[src/rtl/core/sosg_pkg.sv]
// shared types, opcodes and helpers for the sparse one-site gate block
package sosg_pkg;

    localparam logic [1:0] OP_GATE  = 2'd0;
    localparam logic [1:0] OP_LOAD  = 2'd1;
    localparam logic [1:0] OP_FETCH = 2'd2;

    localparam int S_DATA_W = 88;
    localparam int M_DATA_W = 80;

    typedef enum logic [1:0] {
        CMD_GATE,
        CMD_LOAD,
        CMD_FETCH
    } cmd_kind_t;

    typedef struct packed {
        cmd_kind_t          kind;
        logic [2:0]         row;
        logic [2:0]         col;
        logic [14:0]        basis;
        logic signed [31:0] val_re;
        logic signed [31:0] val_im;
        logic               last;
    } cmd_t;

    typedef struct packed {
        logic pop;
        logic init_done;
    } back_stat_t;

    function automatic logic signed [31:0] sat32(input logic signed [35:0] v);
        logic signed [31:0] r;
        if (v[35:31] == 5'b00000 || v[35:31] == 5'b11111) begin
            r = v[31:0];
        end else if (v[35]) begin
            r = 32'sh8000_0000;
        end else begin
            r = 32'sh7fff_ffff;
        end
        return r;
    endfunction

endpackage

[src/rtl/core/sosg_front.sv]
// input side: accepts items, drops no-ops and out-of-range gate writes, queues decoded commands
module sosg_front #(
    parameter int PHYS_DIM = 6
) (
    input  logic                            aclk,
    input  logic                            aresetn,
    input  logic                            s_tvalid,
    output logic                            s_tready,
    input  logic [sosg_pkg::S_DATA_W-1:0]   s_tdata,
    input  logic [1:0]                      s_tuser,
    input  logic                            s_tlast,
    output logic                            q_valid,
    output sosg_pkg::cmd_t                  q_cmd,
    input  sosg_pkg::back_stat_t            stat
);
    import sosg_pkg::*;

    localparam int QD = 4;

    cmd_t       q_mem [QD];
    logic [1:0] wr_ptr_reg;
    logic [1:0] rd_ptr_reg;
    logic [2:0] fill_reg;
    logic       full;
    logic       keep;
    logic       push;
    cmd_t       cmd_in;

    assign full     = (fill_reg == 3'(QD));
    assign s_tready = !full && stat.init_done;
    assign q_valid  = (fill_reg != 3'd0);
    assign q_cmd    = q_mem[rd_ptr_reg];

    always_comb begin
        cmd_in.row    = s_tdata[2:0];
        cmd_in.col    = s_tdata[5:3];
        cmd_in.basis  = s_tdata[20:6];
        cmd_in.val_re = s_tdata[52:21];
        cmd_in.val_im = s_tdata[84:53];
        cmd_in.last   = s_tlast;
        cmd_in.kind   = CMD_FETCH;
        keep          = 1'b0;
        case (s_tuser)
            OP_GATE: begin
                cmd_in.kind = CMD_GATE;
                // writes outside the matrix are ignored
                keep = (32'(s_tdata[2:0]) < PHYS_DIM) && (32'(s_tdata[5:3]) < PHYS_DIM);
            end
            OP_LOAD: begin
                cmd_in.kind = CMD_LOAD;
                keep        = 1'b1;
            end
            OP_FETCH: begin
                cmd_in.kind = CMD_FETCH;
                keep        = 1'b1;
            end
            default: begin
                keep = 1'b0;
            end
        endcase
    end

    assign push = s_tvalid && s_tready && keep;

    always_ff @(posedge aclk) begin
        if (!aresetn) begin
            wr_ptr_reg <= '0;
            rd_ptr_reg <= '0;
            fill_reg   <= '0;
        end else begin
            if (push) begin
                q_mem[wr_ptr_reg] <= cmd_in;
                wr_ptr_reg        <= wr_ptr_reg + 2'd1;
            end
            if (stat.pop) begin
                rd_ptr_reg <= rd_ptr_reg + 2'd1;
            end
            fill_reg <= fill_reg + 3'(push) - 3'(stat.pop);
        end
    end
endmodule

[config.mk]
export PLATFORM = sky130hd
export DESIGN_NAME = sosg_front
export DESIGN_NICKNAME = d
export VERILOG_FILES = /design/src/rtl/core/sosg_pkg.sv /design/src/rtl/core/sosg_front.sv
export SDC_FILE = /design/constraint.sdc
export NUM_CORES = 1
export LEC_CHECK = 0
export BUFFER_PORTS_ARGS = -buffer_cell sky130_fd_sc_hd__buf_4
export CORE_MARGIN = 3
export CORE_UTILIZATION = 53
export CTS_BUF_LIST = sky130_fd_sc_hd__clkbuf_8
export DETAILED_ROUTE_END_ITERATION = 6
export PLACE_DENSITY = 0.79
export SKIP_CTS_REPAIR_TIMING = 1
export SLEW_MARGIN = 20
export SYNTH_ARGS = -nofsm -noshare
export SYNTH_HDL_FRONTEND = slang
export SYNTH_SLANG_ARGS = --single-unit
[constraint.sdc]
create_clock -name aclk -period 3.5 [get_ports aclk]
set_input_delay 0.35 -clock aclk [delete_from_list [all_inputs] [get_ports aclk]]
set_output_delay 0.35 -clock aclk [all_outputs]
set_load 0.05 [all_outputs]
==> results.md <==
* Crit share post-route at about four fifths
* Initial drt markers at 447
* Pwr/cell area at 536 nW/µm²
* Warnings from Yosys at 0
* Final Slew Violations at 0
* Share of synthesized registers carrying an async set or reset at 0%
* Cell Area, Synth at 13200 µm²
* Clk_lat worst skew at between 0.5 and 0.6 ns
* Post-synth top area cell: edfxtp_1
* Total track usage at a little under a fifth
* Arr. time, crit path at approximately 3.3 ns
* Sink Count at 361
* P&R area growth vs syn at 27.4%
* Chip width at 164 µm
* Initial antenna violation count at 0
* Total grt overflow at 0
* Die ar. at roughly 27000 µm²
* CP Launch Type: input pin
* Mapped Avg Cell Area at 25.6 µm²
* Total of max-cap violations at 0
* Cells after Synth at 517
* EDFF count, synth at 352
* Final nets at roughly 940
* PortBufs at 182
* Max Freq at 353 MHz
* Pin count of the biggest net entering global routing at 89
* Total vias in the final route at 6372
* # setup viols final at 0
* H-tree levels at 2
* Mapped Nets at 624
* Top-area cell type share of the netlist area at 79.8%
* Placed cells at 1015
* Die Y at 164 µm
* Clk buf depth at 3
* Share of layout cells above drive strength 1 at 40.3%
* Dominant synthesized flop cell: edfxtp_1
* RSZ-0062 raised after global routing: false
* Final Hold Fails at 0
* Clock-pin slew on the worst setup and hold paths at 0.07 ns
* Post-route ant nets at 0
* FF+latch count, synth at 361
* Status: finished, final reports clean
* Worst vdd ir at 0.355 mV
* Worst slew margin at 58.9%
* Ranking of synthesized cells by area: edfxtp_1 80%, mux4_2 15%, dfxtp_1 1.4%, ha_1 0.94%, buf_2 0.38%
* TNS Setup at 0 ns
* Most frequent cells in the layout: 352 x edfxtp_1, 189 x buf_4, 88 x mux4_2, 86 x dlygate4sd3_1, 55 x clkbuf_8
* Core Util, Final at 69.0%
* CP max FO at 7
* Initial core utilization at 54.2%
* Sequential cell area fraction in the yosys report at 81.2%
* # diodes at 0
* Global placer's final weighted congestion at around 0.71
* Period minus WS final at 2.83 ns
* HP Class: input pin to flip-flop
* Vias in the first global route at 6750
* I/O pins at 186
* Post-DP HPWL at roughly 15 mm
* Clock Tree Root: clkbuf_8
* Via density at 5.33
* Clock Skew at around 0.018 ns
* Critical Path RT at 3.96 ns
* Max reg flops at 352
* Fillers at 1487
* 1st-pass router iterations at 4
* WL final at roughly 25 mm
* Total CTS buffers at 55
* Commonest non-fill, non-tap cell in the layout: edfxtp_1
* First-pass GRT wire length at 37.0 mm
* Core Rows at 57
* Core Box Area at roughly 24000 µm²
* DRC viols at 0
* WL/cell at 20.7 µm
* Worst-Margin Slew at around 0.6 ns
* Worst Setup End Kind: flip-flop
* WS Path Type: input pin to flip-flop
* Post-synth cell types at 25
* Cell Area, Placed at 15100 µm²
* Final Cell Area at 16900 µm²
* CTS tree: yes
* Final std cells w/o fill at roughly 1200
* Pleak at 5.77 nW
## path summary, 6_finish.rpt
| check | start | endpoint | slack, ns | cells past startpoint |
|---|---|---|---|---|
| hold / removal | aresetn | rd_ptr_reg[0] | 0.11 | 2 |
| setup / recovery | s_tdata[2] | fill_reg[2] | 0.67 | 15 |
| hold reg to reg | wr_ptr_reg[1] | wr_ptr_reg[1] | 0.51 | 2 |
| setup reg to reg | fill_reg[2] | fill_reg[2] | 0.95 | 13 |
## per-layer routing
layer	up-vias	share of wire [%]	track usage, %
met2	210	53	30.7
met4	0	1.3	5.23
met3	26	6.1	5.07
li1	2845	-	-
met1	3291	39	23.1
met5	-	0	0
## critical path: stages
cell and delay [ns]:
dlygate4sd3_1 0.56, buf_4 0.16, a22oi_1 0.25, a21oi_1 0.15, nor4b_4 0.25, buf_4 0.19
inv_1 0.05, ha_1 0.26, inv_1 0.06, ha_1 0.13, inv_1 0.05, fa_1 0.37
xnor2_1 0.19, xnor2_1 0.10, and2_1 0.17
## area by class of cell
type,instances,area [µm²],share of cell area (%)
clock buffers,55,757,4.49
well taps,324,405,2.40
inverters,9,33.8,0.200
flip-flops and latches,361,10800,63.8
repair buffers,281,2400,14.2
multi-input cells,126,2340,13.9
clock inverters,40,179,1.06
## cells by family after synthesis
group	after synthesis	share of synthesized area, %
and+or+nand+nor	18	0.888
adders and majority gates	11	1.10
buffers and inverters	30	1.33
AOI/OAI and AO/OA	3	0.151
muxes	90	15.1
DFF	361	81.2
xor gates and xnor gates	4	0.265
## synthesized netlist by cell type, types with 2 or more instances
cell type / instances
inv_1: 9
clkbuf_1: 7
mux4_2: 88
mux2i_1: 2
nand2_1: 5
xnor2_1: 3
ha_1: 10
and3_2: 2
buf_2: 10
and3_1: 2
buf_12: 2
dfxtp_1: 9
and2_1: 5
edfxtp_1: 352
## per-stage QoR
stage / worst slack, ns / hold slack [ns] / total power, mW
6_report: 0.669 / 0.108 / 9.04
5_1_grt: 0.529 / 0.0865 / 9.41
4_1_cts: 0.673 / -0.0616 / 9.06
3_5_place_dp: 0.674 / 0.497 / 6.13
3_3_place_gp: 0.720 / 0.479 / 6.10
2_1_floorplan: 0.760 / 0.449 / 5.73
## where the power goes
group          switching [mW]  internal [mW]
sequential             0.0516           4.80
clock                    1.47           1.46
combinational           0.744          0.509
total                    2.27           6.77
Power figures use the tool's default switching activity.
